File: config.mk
export PLATFORM = sky130hd
export DESIGN_NAME = arcps_queue
export DESIGN_NICKNAME = d
export VERILOG_FILES = /design/src/design/arcps_pkg.sv /design/src/design/arcps_queue.sv
export SDC_FILE = /design/constraint.sdc
export NUM_CORES = 1
export LEC_CHECK = 0
export BUFFER_PORTS_ARGS = -buffer_cell sky130_fd_sc_hd__buf_2
export CORE_UTILIZATION = 47
export DETAILED_ROUTE_END_ITERATION = 8
export PLACE_DENSITY = 0.75
export SLEW_MARGIN = 20
export SYNTH_ARGS = -nofsm -noshare
export SYNTH_HDL_FRONTEND = slang
export SYNTH_SLANG_ARGS = --single-unit
File: constraint.sdc
create_clock -name clk -period 3.08 [get_ports clk]
set_clock_uncertainty 0.05 [all_clocks]
set_input_delay 0.616 -clock clk [delete_from_list [all_inputs] [get_ports clk]]
set_output_delay 0.616 -clock clk [all_outputs]
set_load 0.01 [all_outputs]
File: src/design/arcps_pkg.sv
// Shared types, constants and tables for the arc point sampler.
`timescale 1ns / 1ps
package arcps_pkg;

  localparam int FRAC_BITS    = 16;
  localparam int MAX_POINTS   = 64;
  localparam int CNT_W        = 7;
  localparam int IDX_W        = 6;
  localparam int T_W          = FRAC_BITS + 1;
  localparam int CORDIC_STEPS = 31;
  localparam int STEP_W       = 5;
  localparam int CORD_W       = 64;
  // Divider: for arcs the numerator holds sweep * t numerator, the divisor one * (n - 1).
  localparam int DEN_W        = FRAC_BITS + IDX_W;
  localparam int NUM_W        = 32 + DEN_W;
  localparam int DCNT_W       = $clog2(NUM_W);
  localparam int LPROD_W      = 33 + IDX_W;

  localparam logic [29:0] GAIN_COMP    = 30'd652032875;
  localparam logic [31:0] HALF_TURN    = 32'h8000_0000;
  localparam logic [31:0] QUARTER_TURN = 32'h4000_0000;
  localparam logic [T_W-1:0] T_ONE     = T_W'(1) << FRAC_BITS;

  localparam int CFG_IDX_W = 4;
  localparam logic [CFG_IDX_W-1:0] REG_CENTER_X = 4'd0;
  localparam logic [CFG_IDX_W-1:0] REG_CENTER_Y = 4'd1;
  localparam logic [CFG_IDX_W-1:0] REG_BEGIN_X  = 4'd2;
  localparam logic [CFG_IDX_W-1:0] REG_BEGIN_Y  = 4'd3;
  localparam logic [CFG_IDX_W-1:0] REG_FINISH_X = 4'd4;
  localparam logic [CFG_IDX_W-1:0] REG_FINISH_Y = 4'd5;
  localparam logic [CFG_IDX_W-1:0] REG_RADIUS   = 4'd6;
  localparam logic [CFG_IDX_W-1:0] REG_MODE     = 4'd7;

  localparam logic [1:0] MODE_CCW  = 2'd0;
  localparam logic [1:0] MODE_CW   = 2'd1;
  localparam logic [1:0] MODE_LINE = 2'd2;

  typedef struct packed {
    logic [CNT_W-1:0] point_count;
    logic [T_W-1:0]   t_from;
    logic [T_W-1:0]   t_to;
  } in_item_t;

  typedef struct packed {
    logic signed [31:0] point_x;
    logic signed [31:0] point_y;
    logic [IDX_W-1:0]   point_index;
    logic               last_point;
  } out_item_t;

  typedef struct packed {
    logic [CNT_W-1:0] n;
    logic [T_W-1:0]   ta;
    logic [T_W-1:0]   tb;
  } job_t;

  typedef struct packed {
    logic signed [31:0] center_x;
    logic signed [31:0] center_y;
    logic signed [31:0] begin_x;
    logic signed [31:0] begin_y;
    logic signed [31:0] finish_x;
    logic signed [31:0] finish_y;
    logic [30:0]        arc_radius;
    logic [1:0]         arc_mode;
  } cfg_t;

  function automatic logic [31:0] atan_at(input logic [STEP_W-1:0] s);
    logic [31:0] v;
    case (s)
      5'd0:  v = 32'd536870912;
      5'd1:  v = 32'd316933406;
      5'd2:  v = 32'd167458907;
      5'd3:  v = 32'd85004756;
      5'd4:  v = 32'd42667331;
      5'd5:  v = 32'd21354465;
      5'd6:  v = 32'd10679838;
      5'd7:  v = 32'd5340245;
      5'd8:  v = 32'd2670163;
      5'd9:  v = 32'd1335087;
      5'd10: v = 32'd667544;
      5'd11: v = 32'd333772;
      5'd12: v = 32'd166886;
      5'd13: v = 32'd83443;
      5'd14: v = 32'd41722;
      5'd15: v = 32'd20861;
      5'd16: v = 32'd10430;
      5'd17: v = 32'd5215;
      5'd18: v = 32'd2608;
      5'd19: v = 32'd1304;
      5'd20: v = 32'd652;
      5'd21: v = 32'd326;
      5'd22: v = 32'd163;
      5'd23: v = 32'd81;
      5'd24: v = 32'd41;
      5'd25: v = 32'd20;
      5'd26: v = 32'd10;
      5'd27: v = 32'd5;
      5'd28: v = 32'd3;
      5'd29: v = 32'd1;
      5'd30: v = 32'd1;
      default: v = 32'd0;
    endcase
    return v;
  endfunction

endpackage

File: src/design/arcps_queue.sv
// Two-entry job queue between intake and the point engine.
`timescale 1ns / 1ps
module arcps_queue (
  input  logic            clk,
  input  logic            rst_n,
  input  logic            push,
  input  arcps_pkg::job_t push_job,
  output logic            full,
  input  logic            pop,
  output logic            avail,
  output arcps_pkg::job_t head_job
);

  arcps_pkg::job_t mem_r [2];
  logic       wp_r, wp_nxt, rp_r, rp_nxt;
  logic [1:0] cnt_r, cnt_nxt;
  logic       do_pop;

  assign full     = (cnt_r == 2'd2);
  assign avail    = (cnt_r != 2'd0);
  assign head_job = mem_r[rp_r];
  assign do_pop   = pop && avail;

  always_comb begin
    wp_nxt  = push ? !wp_r : wp_r;
    rp_nxt  = do_pop ? !rp_r : rp_r;
    cnt_nxt = cnt_r + 2'(push) - 2'(do_pop);
  end

  always_ff @(posedge clk) begin
    if (!rst_n) begin
      wp_r  <= 1'b0;
      rp_r  <= 1'b0;
      cnt_r <= 2'd0;
    end else begin
      wp_r  <= wp_nxt;
      rp_r  <= rp_nxt;
      cnt_r <= cnt_nxt;
    end
  end

  always_ff @(posedge clk) begin
    if (push) begin
      mem_r[wp_r] <= push_job;
    end
  end

endmodule

==> flow_metrics.tcl <==
set metrics [dict create \
    rsz0062_at_grt "false" \
    overflow 0 \
    layout-drive-gt1-share 0.5866 \
    clkLatencyLatePin_ns 0.33 \
    seq_area_sq_um 2564 \
    cp-start-kind "register" \
    hold_path_depth 1 \
    cp_num_buf_inv 2 \
    grt_use_total 0.1462 \
    nets 296 \
    synth-seq-area-share 0.7516 \
    cts_tree "yes" \
    dp_hpwl_mm 3.374 \
    synth_warnings 0 \
    routed_wl_mm 4.998 \
    min_period_over_period 0.7692 \
    vdd_drop_max_uv 426.7 \
    avgSynthCellArea_sq_um 22.58 \
    wl_per_cell_um 14.28 \
    whs_endpoint "mem_r[0][26]" \
    leakagePower_nw 1.636 \
    timing.hold.ws_ns 0.4114 \
    min_period_ns 2.369 \
    rows 30 \
    drtPass1Iterations 4 \
    antenna_left 0 \
    fillers 564 \
    die_w_um 87.17 \
    initial_core_util 0.4937 \
    postCtsSetupBuffers 0 \
    tightest_slew_ns 0.5764 \
    path_clk_slew_ns 0.08 \
    cts_buffers 9 \
    detail_route.vias_per_cell 4.651 \
    slowest_delay_ns 0.63 \
    ys_seq_elements 87 \
    diodes 0 \
    post-route-drc-count 0 \
    setup_violations 0 \
    dieArea_sq_um 7599 \
    syn-num-nets 198 \
    fin_tns_setup_ns 0 \
    drtIter0Drc 67 \
    cellPowerDensity_nw_per_um2 670.4 \
    io_pins 88 \
    grt_pass1_vias 1679 \
    crit_required_ns 2.41 \
    die_y_um 87.17 \
    gp_congestion 0.7242 \
    max_slew_margin 0.6149 \
    critPathMaxFanout 14 \
    coreArea_sq_um 6907 \
    clock.fmax_ghz 0.4221 \
    min_path_type "in2reg" \
    synth.distinct_cells 16 \
    antenna_found_initial 0 \
    cp_cell_sequence "buf_4, mux2_4, buf_2" \
    r2r-start "cnt_r[1]" \
    finalHoldViolCount 0 \
    clock_path_buffers 2 \
    grt_start_max_net_pins 42 \
    cts_sinks 87 \
    multi_input_area_sq_um 757.0 \
    cts.repair.resized 0 \
    area_growth_pct 20.33 \
    crit_type "reg2out" \
    htree_levels 3 \
    ctsHoldBuffers 0 \
    ff2ff_setup_slack_ns 1.52 \
    timing.max_cap.violations 0 \
    grt_pass1_wl_mm 7.990 \
    syn-cell-area_sq_um 3410 \
    slew_viol_final 0 \
    reg2reg_to "cnt_r[1]" \
    cp_data_arrival_time_ns 1.70 \
    status "finished, final reports clean" \
    cp_top_family "flip-flops" \
    end_kind "output pin" \
    synthCells 151 \
    cts_root_buf "clkbuf_8" \
    hp-start "push_job[26]" \
    num_vias 1628 \
    reg2reg_depth 6 \
    port_buffers 87 \
    critPathSlowestCell "dfxtp_2" \
]
flip-flops by register name, summed over array words and instances, names as in the netlist, named ones only:
signal  flops
wp_r        1
mem_r      82
cnt_r       2
rp_r        1
worst reg2reg max path: cells and delay by family, from the launching register on:
| family | cells | cell delay [ns] |
|---|---|---|
| flip-flops | 1 | 0.41 |
| XOR/XNOR | 1 | 0.20 |
| buffers and inverters | 1 | 0.06 |
| AND/OR/NAND/NOR | 1 | 0.12 |
| AO/OA/AOI/OAI | 1 | 0.25 |
| adder cells (fa/ha/maj) | 2 | 0.41 |
through the flow:
| step | setup slack, ns | utilization | cell area, sq um | std cells | power, mW |
|---|---|---|---|---|---|
| finish | 0.7109 | 0.5940 | 4103 | 350 | 2.750 |
| global route | 0.6443 | 0.5940 | 4103 | 350 | 2.888 |
| CTS | 0.6792 | 0.5940 | 4103 | 350 | 2.785 |
| detailed placement | 1.064 | 0.5714 | 3946 | 334 | 2.147 |
| global placement | 1.078 | 0.5714 | 3946 | 334 | 2.127 |
| floorplan | 0.1056 | - | 3410 | 151 | 1.976 |
synthesized netlist by cell type:
library cell,instances,area share
and2_1,2,0.0037
buf_12,4,0.023
buf_6,1,0.0033
dfxtp_1,5,0.029
edfxtp_1,82,0.72
ha_1,2,0.0073
inv_1,2,0.0022
mux2_2,1,0.0033
mux2_4,40,0.18
mux2i_1,2,0.0059
nand2_1,1,0.0011
nand2b_1,1,0.0018
nor2b_1,4,0.0073
o21a_1,2,0.0044
or2_2,1,0.0018
xnor3_1,1,0.0066
power breakdown:
part	internal, mW	leakage [nW]	total, mW	switching [mW]
Sequential	1.38	0.811	1.44	0.0595
Clock	0.285	0.0782	0.639	0.354
Combinational	0.392	0.746	0.673	0.281
Total	2.06	1.64	2.75	0.694
worst max path at each step:
stage / from / end / slack (ns) / cells past startpoint
floorplan: push / mem_r[0][0] / 0.11 / 1
global placement: register / head_job[28] / 1.08 / 3
detailed placement: register / head_job[0] / 1.06 / 3
CTS: register / head_job[28] / 0.68 / 3
global route: register / head_job[26] / 0.64 / 3
finish: register / head_job[28] / 0.71 / 3
final cells by class:
class | instances | share of cell area
clock inverters | 5 | 0.006099
repair buffers | 92 | 0.1214
flip-flops and latches | 87 | 0.6249
well taps | 96 | 0.02928
clock buffers | 11 | 0.03202
multi-input cells | 57 | 0.1845
inverters | 2 | 0.001830
cell usage in the layout (no fill, tap or decap):
cell         n
dfxtp_1      4
buf_4        3
clkinvlp_4   1
nand2_1      1
mux2_4      40
xnor3_1      1
inv_1        2
and2_1       1
o21a_1       2
ha_1         2
clkbuf_1     2
nor2b_1      3
nor2b_4      1
edfxtp_1    82
clkinv_1     2
or2_2        1
clkinv_2     2
nand2b_1     1
clkbuf_8     9
buf_2       87
buf_12       2
mux2_2       1
dfxtp_2      1
mux2i_1      2
and2_2       1
per-layer routing:
metal	track usage	up-vias	share of wire
met3	0.04739	10	0.055
li1	-	779	-
met5	0	-	0
met4	0.06706	0	0.015
met2	0.2477	56	0.52
met1	0.1699	783	0.41
kinds of logic (layout without fill, tap and decap cells):
kind of cell / Yosys count / count (layout) / synth area share
AO/OA/AOI/OAI: 2 / 2 / 0.004402
XOR/XNOR: 1 / 1 / 0.006605
adder cells (fa/ha/maj): 2 / 2 / 0.007338
buffers and inverters: 7 / 110 / 0.02899
flip-flops: 87 / 87 / 0.7516
multiplexers: 43 / 43 / 0.1853
AND/OR/NAND/NOR: 9 / 9 / 0.01578
Note: power is estimated with default switching activity, not from simulation.
