## config.mk

```make
export PLATFORM = sky130hd
export DESIGN_NAME = arcps_front
export DESIGN_NICKNAME = d
export VERILOG_FILES = /design/src/design/arcps_pkg.sv /design/src/design/arcps_front.sv
export SDC_FILE = /design/constraint.sdc
export NUM_CORES = 1
export LEC_CHECK = 0
export BUFFER_PORTS_ARGS = -buffer_cell sky130_fd_sc_hd__buf_2
export CAP_MARGIN = 20
export CORE_MARGIN = 2
export CORE_UTILIZATION = 25
export DETAILED_ROUTE_END_ITERATION = 7
export PLACE_DENSITY_LB_ADDON = 0.2
export SLEW_MARGIN = 20
export SYNTH_ARGS = -nofsm -noshare
export SYNTH_HDL_FRONTEND = slang
export SYNTH_SLANG_ARGS = --single-unit
```

## constraint.sdc

```tcl
create_clock -name vclk -period 1.25
set_clock_uncertainty 0.1 [all_clocks]
set_input_delay 0.25 -clock vclk [all_inputs]
set_output_delay 0.25 -clock vclk [all_outputs]
set_load 0.1 [all_outputs]
```

## src/design/arcps_pkg.sv

```systemverilog
// Shared types, constants and tables for the arc point sampler.
`timescale 1ns / 1ps
package arcps_pkg;

  localparam int FRAC_BITS    = 16;
  localparam int MAX_POINTS   = 64;
  localparam int CNT_W        = 7;
  localparam int IDX_W        = 6;
  localparam int T_W          = FRAC_BITS + 1;
  localparam int CORDIC_STEPS = 31;
  localparam int STEP_W       = 5;
  localparam int CORD_W       = 64;
  // Divider: for arcs the numerator holds sweep * t numerator, the divisor one * (n - 1).
  localparam int DEN_W        = FRAC_BITS + IDX_W;
  localparam int NUM_W        = 32 + DEN_W;
  localparam int DCNT_W       = $clog2(NUM_W);
  localparam int LPROD_W      = 33 + IDX_W;

  localparam logic [29:0] GAIN_COMP    = 30'd652032875;
  localparam logic [31:0] HALF_TURN    = 32'h8000_0000;
  localparam logic [31:0] QUARTER_TURN = 32'h4000_0000;
  localparam logic [T_W-1:0] T_ONE     = T_W'(1) << FRAC_BITS;

  localparam int CFG_IDX_W = 4;
  localparam logic [CFG_IDX_W-1:0] REG_CENTER_X = 4'd0;
  localparam logic [CFG_IDX_W-1:0] REG_CENTER_Y = 4'd1;
  localparam logic [CFG_IDX_W-1:0] REG_BEGIN_X  = 4'd2;
  localparam logic [CFG_IDX_W-1:0] REG_BEGIN_Y  = 4'd3;
  localparam logic [CFG_IDX_W-1:0] REG_FINISH_X = 4'd4;
  localparam logic [CFG_IDX_W-1:0] REG_FINISH_Y = 4'd5;
  localparam logic [CFG_IDX_W-1:0] REG_RADIUS   = 4'd6;
  localparam logic [CFG_IDX_W-1:0] REG_MODE     = 4'd7;

  localparam logic [1:0] MODE_CCW  = 2'd0;
  localparam logic [1:0] MODE_CW   = 2'd1;
  localparam logic [1:0] MODE_LINE = 2'd2;

  typedef struct packed {
    logic [CNT_W-1:0] point_count;
    logic [T_W-1:0]   t_from;
    logic [T_W-1:0]   t_to;
  } in_item_t;

  typedef struct packed {
    logic signed [31:0] point_x;
    logic signed [31:0] point_y;
    logic [IDX_W-1:0]   point_index;
    logic               last_point;
  } out_item_t;

  typedef struct packed {
    logic [CNT_W-1:0] n;
    logic [T_W-1:0]   ta;
    logic [T_W-1:0]   tb;
  } job_t;

  typedef struct packed {
    logic signed [31:0] center_x;
    logic signed [31:0] center_y;
    logic signed [31:0] begin_x;
    logic signed [31:0] begin_y;
    logic signed [31:0] finish_x;
    logic signed [31:0] finish_y;
    logic [30:0]        arc_radius;
    logic [1:0]         arc_mode;
  } cfg_t;

  function automatic logic [31:0] atan_at(input logic [STEP_W-1:0] s);
    logic [31:0] v;
    case (s)
      5'd0:  v = 32'd536870912;
      5'd1:  v = 32'd316933406;
      5'd2:  v = 32'd167458907;
      5'd3:  v = 32'd85004756;
      5'd4:  v = 32'd42667331;
      5'd5:  v = 32'd21354465;
      5'd6:  v = 32'd10679838;
      5'd7:  v = 32'd5340245;
      5'd8:  v = 32'd2670163;
      5'd9:  v = 32'd1335087;
      5'd10: v = 32'd667544;
      5'd11: v = 32'd333772;
      5'd12: v = 32'd166886;
      5'd13: v = 32'd83443;
      5'd14: v = 32'd41722;
      5'd15: v = 32'd20861;
      5'd16: v = 32'd10430;
      5'd17: v = 32'd5215;
      5'd18: v = 32'd2608;
      5'd19: v = 32'd1304;
      5'd20: v = 32'd652;
      5'd21: v = 32'd326;
      5'd22: v = 32'd163;
      5'd23: v = 32'd81;
      5'd24: v = 32'd41;
      5'd25: v = 32'd20;
      5'd26: v = 32'd10;
      5'd27: v = 32'd5;
      5'd28: v = 32'd3;
      5'd29: v = 32'd1;
      5'd30: v = 32'd1;
      default: v = 32'd0;
    endcase
    return v;
  endfunction

endpackage

```

## src/design/arcps_front.sv

```systemverilog
// Request intake: clamps the fields, drops empty requests, feeds the job queue.
`timescale 1ns / 1ps
module arcps_front (
  input  logic                in_valid,
  output logic                in_stall,
  input  arcps_pkg::in_item_t in_data,
  input  logic                q_full,
  output logic                q_push,
  output arcps_pkg::job_t     q_job
);

  logic [arcps_pkg::CNT_W-1:0] n_sat;

  always_comb begin
    if (in_data.point_count > arcps_pkg::CNT_W'(arcps_pkg::MAX_POINTS)) begin
      n_sat = arcps_pkg::CNT_W'(arcps_pkg::MAX_POINTS);
    end else begin
      n_sat = in_data.point_count;
    end
  end

  assign in_stall = q_full;
  // drop a request with no points: accept it, queue nothing
  assign q_push   = in_valid && !q_full && (in_data.point_count != '0);

  assign q_job.n  = n_sat;
  assign q_job.ta = (in_data.t_from > arcps_pkg::T_ONE) ? arcps_pkg::T_ONE : in_data.t_from;
  assign q_job.tb = (in_data.t_to > arcps_pkg::T_ONE) ? arcps_pkg::T_ONE : in_data.t_to;

endmodule

```

==> flow_summary_export.csv, run 1 <==
group,metric,value,unit
outcome,status,"aborted with a tool error",
outcome,lastStage,"detailed placement (3_5_place_dp)",
outcome,toolErrorMsg,"[ERROR DPL-0038] Utilization greater than 100%, impossible to legalize",
die,ios,86,
synth,yosysTopAreaCellShare,46.9,%
synth,synth.net_count,100,
die,dieHeight,47.8,um
placement,place.gp.congestion,0.673,
synth,netlist_area,480,sq um
die,die_w,47.8,um
synth,yosys_warnings,0,
die,initial_utilization,27.2,%
synth,avgSynthCellArea,8.43,sq um
synth,yosys.cell_types.count,11,
die,rows,15,
synth,ys_seq_area_share,0,%
synth,ys_top_cells_by_area,"nor2b_1 (47%), nor4_4 (18%), a41oi_4 (11%)",
synth,syn_inst,57,
placement,io_buffers,86,
synth,synth_top_cell_by_area,"nor2b_1",
stage by stage:
step	cells	setup TNS (ps)	setup WS [ps]	hold slack, ps
after floorplan	57	-13470	-652	501
after global placement	173	-9780	-617	780
kinds of logic after synthesis:
kind of cell	count (synthesis)	share of synthesized area (%)
and+or+nand+nor	49	83.1
buffers and inverters	6	5.47
AOI/OAI and AO/OA	2	11.5
cell usage after synthesis:
library cell,n
nor2b_1,36
nor4_2,4
nor4_4,4
clkbuf_1,3
a41oi_4,2
inv_1,2
nor2b_2,2
buf_4,1
nor3b_1,1
nor4_1,1
or4_1,1
==> run 2: changes to the inputs <==
CORE_AREA = 2 2 63 65   (was default)
CORE_MARGIN = default   (was 2)
CORE_UTILIZATION = default   (was 25)
DIE_AREA = 0 0 65 67   (was default)
PLACE_DENSITY_LB_ADDON = 0.15   (was 0.2)
clock period = 1.6 ns   (was 1.25 ns; I/O delays follow)
==> run 2 against run 1 <==
- the flow now finishes, with violations (negative setup slack)
- synthesized area unchanged
- synthesized cell count unchanged
==> flow_summary_export.csv, run 2 <==
group,metric,value,unit
outcome,status,"complete, but fails checks",
outcome,violations,"negative setup slack",
die,die_area,4360,sq um
power_and_ir_drop,leakagePower,0.885,nW
timing,slew-limit-headroom,81.2,%
finish,layout_common_cells,"buf_12 (44), buf_2 (29), nor2b_4 (20), nor2b_2 (18), buf_6 (15)",
min_path,hold_class,"in -> out",
die,design.core.area,3610,sq um
synth,synth_compound_area_share,11.5,%
power_and_ir_drop,power,0.000952,W
finish,seq_area,0,sq um
finish,finalNetCount,194,
synth,ys_top_cells_by_area,"nor2b_1 (47%), nor4_4 (18%), a41oi_4 (11%)",
critical_path,max_stage_delay,520,ps
critical_path,cp.arrival,1440,ps
synth,synthMuxAreaShare,0,%
die,ios,86,
synth,netlist_area,480,sq um
routing,route.detailed.drc,0,
synth,synthTopCellsByCount,"nor2b_1 (36), nor4_2 (4), nor4_4 (4), clkbuf_1 (3)",
routing,dr_total_vias,767,
die,die_w,65,um
critical_path,slowest_stage,"or4_4",
min_path,min_from,"q_full",
clocking,holdBufCountCts,0,
routing,post_drt_via_cell_ratio,3.89,
finish,num-clock-buffers,0,
finish,syn2layout_area_growth,324,%
critical_path,critPathTopFamily,"simple AND/OR/NAND/NOR gates",
critical_path,path_class,"in -> out",
power_and_ir_drop,p_per_area,467,nW/um^2
critical_path,cp_num_buf_inv,3,
synth,synth_most_common_cell,"nor2b_1",
finish,antenna_cells,0,
global_route,grt_pass1_wl,3.47,mm
synth,ys_seq_area_share,0,%
critical_path,required,1180,ps
synth,synthAdderAreaFrac,0,%
synth,synth.net_count,100,
critical_path,path_cells,"buf_6, or4_4, nor4_2, buf_4, nor3b_4, buf_12",
placement,dpl.hpwl,2.24,mm
synth,avgSynthCellArea,8.43,sq um
min_path,whs_endpoint,"in_stall",
synth,yosysTopAreaCellShare,46.9,%
synth,yosys.area_share.simple,83.1,%
timing,tightest_slew,280,ps
finish,seq_cells,0,
synth,synth_top_cell_by_area,"nor2b_1",
routing,first_pass_iters,2,
routing,routed_wl,2.44,mm
global_route,antenna_found_initial,0,
placement,io_buffers,86,
global_route,grt_use_total,9.87,%
finish,fin_util,56.5,%
timing,fin_crit_sh,117,%
die,initial_utilization,13.3,%
routing,wl_per_cell,12.4,um
synth,syn_inst,57,
timing,final-setup-viol-count,21,
finish,n_fill_cell,301,
timing,fmaxAchievable,536,MHz
die,dieHeight,67,um
global_route,grt_pass1_vias,758,
routing,drt.antenna.violating_nets,0,
critical_path,cp-end-kind,"primary output",
job,cap_violations,0,
power_and_ir_drop,peakVddDrop,0.206,mV
finish,final_common_cell,"buf_12",
finish,drive_above_1_share,98.7,%
min_path,whs_path_depth,2,
synth,yosys_warnings,0,
timing,final.min_clock_period,1860,ps
routing,drt_iter0_drc,8,
synth,synth_top_family_by_area,"simple AND/OR/NAND/NOR gates",
global_route,grt-ovfl-total,0,
timing,slew_violations,0,
timing,setup_slack,-265,ps
synth,synthXorXnorAreaFrac,0,%
timing,rsz0062_at_grt,"true",
critical_path,critPathMaxFanout,2,
global_route,grt_max_degree,11,
critical_path,start_kind,"input port",
synth,yosys.cell_types.count,11,
placement,place.gp.congestion,0.747,
timing,hold_viol_final,0,
die,rows,22,
[run 2: area by class of cell]
cell class | instances | area (sq um) | area share (%)
Timing Repair Buffer | 96 | 1270 | 62.3
Inverter | 2 | 7.51 | 0.368
Tap cell | 48 | 60.1 | 2.95
Multi-Input combinational cell | 51 | 701 | 34.4
[run 2: routing by layer]
layer	track usage (%)	wire length (um)	vias up	share of wire (%)
met3	1.86	181	2	7.4
met4	1.06	31	0	1.3
met2	19.8	1440	40	59
met5	0	0	-	0
met1	10.9	789	347	32
li1	-	-	378	-
[run 2: power breakdown]
| part | internal [W] | total, W | switching [W] | leakage (nW) |
|---|---|---|---|---|
| Sequential | 0 | 0 | 0 | 0 |
| Clock | 0 | 0 | 0 | 0 |
| Combinational | 0.000371 | 0.000952 | 0.000581 | 0.885 |
[run 2: per-stage QoR]
step | setup slack [ps] | TNS, ps | std cells | hold slack, ps | area, sq um
after floorplan | -442 | -9060 | 57 | 652 | 717
after global placement | -433 | -5500 | 197 | 840 | 1910
after detailed placement | -417 | -5700 | 197 | 845 | 1910
after CTS | -288 | -5080 | 197 | 846 | 2010
after global routing | -333 | -5780 | 197 | 848 | 2040
final | -265 | -4770 | 197 | 843 | 2040
[run 2: logic make-up after synthesis]
logic type             count (synthesis)
buffers and inverters                  6
AO/OA/AOI/OAI                          2
AND/OR/NAND/NOR                       49
[run 2: worst max path at each step]
stage                end  slack (ps)         from  cells after the start
2_1_floorplan  q_job[10]        -440  in_data[13]                      3
3_3_place_gp      q_push        -430  in_data[36]                      6
3_5_place_dp      q_push        -420  in_data[36]                      6
4_1_cts           q_push        -290  in_data[36]                      6
5_1_grt           q_push        -330  in_data[39]                      6
6_report          q_push        -260  in_data[36]                      6
[run 2: repair_timing]
| item | CTS | global route |
|---|---|---|
| endpoints found under the setup margin | 21 | 21 |
| pin swaps | 7 | 5 |
| buffers inserted | 0 | 0 |
| resized for setup | 25 | 8 |
Note: power is estimated with default switching activity, not from simulation.
==> run 3: changes to the inputs <==
ABC_AREA = 1   (was default)
RECOVER_POWER = 100   (was default)
==> run 3 against run 2 <==
- the flow still finishes with violations (negative setup slack)
- non-clock buffer count up 7
- design area up 24%
- total power up 6.7%
- first-iteration DRC count up 140%
- flip-flop and latch count unchanged
- synthesized area up 30%
- via count up 44%
- highest routed layer is now met3
==> flow_summary_export.csv, run 3 <==
group,metric,value,unit
finish,final_common_cell,"buf_12",
power_and_ir_drop,peakVddDrop,0.205,mV
routing,drt_iter0_drc,19,
global_route,antenna_found_initial,0,
die,dieHeight,67,um
timing,fmaxAchievable,574,MHz
timing,final-setup-viol-count,34,
synth,synth_top_cell_by_area,"a21oi_2",
power_and_ir_drop,leakagePower,1.12,nW
critical_path,cp-end-kind,"primary output",
die,rows,22,
global_route,grt_pass1_wl,4.67,mm
routing,dr_total_vias,1102,
finish,num-clock-buffers,0,
placement,dpl.hpwl,2.51,mm
timing,hold_slack,903,ps
synth,synth.net_count,168,
finish,seq_cells,0,
finish,final_cells,266,
synth,ys_top_cells_by_area,"a21oi_2 (28%), inv_1 (24%), nor2_1 (16%)",
finish,drive_above_1_share,81.7,%
timing,tightest_slew,545,ps
synth,ys_seq_area_share,0,%
synth,netlist_area,626,sq um
finish,finalNetCount,263,
critical_path,cp.arrival,1320,ps
critical_path,crit_path_start,"in_data[6]",
power_and_ir_drop,power,0.00102,W
min_path,min_from,"in_data[37]",
die,ios,86,
clocking,holdBufCountCts,0,
timing,fin_crit_sh,109,%
critical_path,slowest_stage,"buf_12",
placement,place.gp.congestion,0.707,
timing,rsz0062_at_grt,"true",
finish,fin_util,69.9,%
timing,hold_viol_final,0,
outcome,status,"complete, but fails checks",
synth,yosys.cell_types.count,12,
global_route,grt-ovfl-total,0,
die,initial_utilization,17.3,%
routing,first_pass_iters,4,
global_route,grt_pass1_vias,1119,
critical_path,max_stage_delay,190,ps
routing,post_drt_via_cell_ratio,4.14,
synth,synthTopCellsByCount,"inv_1 (40), nor2_1 (26), a21oi_2 (20), a21oi_1 (12), nand2_1 (10)",
synth,syn_inst,125,
die,die_area,4360,sq um
die,design.core.area,3610,sq um
critical_path,required,1180,ps
timing,setup_slack,-143,ps
timing,slew_violations,0,
critical_path,path_cells,"buf_6, nor2_4, nand2_2, nor2_4, nand2_4, buf_12, a21oi_4, buf_12",
finish,syn2layout_area_growth,303,%
die,die_w,65,um
power_and_ir_drop,p_per_area,403,nW/um^2
critical_path,critPathMaxFanout,5,
placement,dp.cells,264,
global_route,grt_max_degree,15,
critical_path,endpoint,"q_job[12]",
min_path,hold_class,"in -> out",
placement,dp_worst_setup_slack,-171,ps
routing,wl_per_cell,11.9,um
synth,yosys_warnings,0,
synth,synth_most_common_cell,"inv_1",
finish,layout_common_cells,"buf_12 (44), inv_1 (37), a21oi_4 (32), buf_6 (27), nor2_4 (22)",
timing,slew-limit-headroom,63.8,%
finish,antenna_cells,0,
finish,seq_area,0,sq um
job,cap_violations,0,
global_route,grt_use_total,13.0,%
critical_path,start_kind,"input port",
outcome,violations,"negative setup slack",
routing,route.detailed.drc,0,
placement,io_buffers,86,
critical_path,path_class,"in -> out",
synth,yosysTopAreaCellShare,28.0,%
routing,drt.antenna.violating_nets,0,
routing,routed_wl,3.16,mm
timing,final.min_clock_period,1740,ps
synth,avgSynthCellArea,5.00,sq um
-- run 3: cell types whose count changed in the layout (fill, tap and decap cells not counted), moves of 3 or more --
cell,previous run,this run
nor2_4,0,22
buf_6,15,27
nor2b_2,18,0
nor4_4,8,0
inv_1,2,37
clkbuf_2,0,3
nor2_2,0,8
nand2_2,0,8
buf_2,29,17
a21oi_4,0,32
nor2b_4,20,0
-- run 3: power breakdown --
group	internal [W]	switching (W)	leakage [nW]	total, W
Sequential	0	0	0	0
Combinational	0.000376	0.000639	1.12	0.00102
Clock	0	0	0	0
Total	0.000376	0.000639	1.12	0.00102
-- run 3: worst min-delay path by stage --
stage                      endpoint  cells past startpoint
after floorplan           q_job[36]                      2
after global placement    q_job[40]                      2
after detailed placement  q_job[40]                      2
after CTS                 q_job[40]                      2
after global routing      q_job[26]                      4
final                     q_job[37]                      4
-- run 3: cells by family (layout without fill, tap and decap cells) --
group	count (synthesis)	after routing	synth area share, %
AND/OR/NAND/NOR	43	43	28.6
buffers and inverters	50	143	33.8
AO/OA/AOI/OAI	32	32	37.6
-- run 3: cell type report --
type / count / area (sq um)
Multi-Input combinational cell: 75 / 905
Timing Repair Buffer: 103 / 1400
Tap cell: 48 / 60.1
Inverter: 40 / 155
Fill cell: 269 / 1090
-- run 3: critical path: cells and delay by family --
family / cells / cell delay, ps
simple gates: 4 / 400
compound gates: 1 / 160
buf+inv: 3 / 440
-- run 3: layer usage --
| layer | GRT usage [%] | share of wire, % | routed length [um] | up-vias |
|---|---|---|---|---|
| li1 | - | - | - | 552 |
| met3 | 2.36 | 7.1 | 224 | 0 |
| met5 | 0 | 0 | 0 | - |
| met2 | 26.8 | 60 | 1900 | 49 |
| met1 | 14.5 | 33 | 1040 | 501 |
| met4 | 0 | 0 | 0 | 0 |
-- run 3: timing repair --
action,CTS,global route
setup endpoints to repair,32,38
pin swaps,16,26
gates resized for setup,14,53
endpoints found under the hold margin,0,0
setup buffers,0,1
gates cloned,0,1
-- run 3: through the flow --
stage,setup TNS [ps],instance area [sq um]
after CTS,-4320,2350
after floorplan,-8120,1050
after detailed placement,-4910,2280
after global placement,-4810,2280
final,-3830,2520
after global routing,-5540,2520
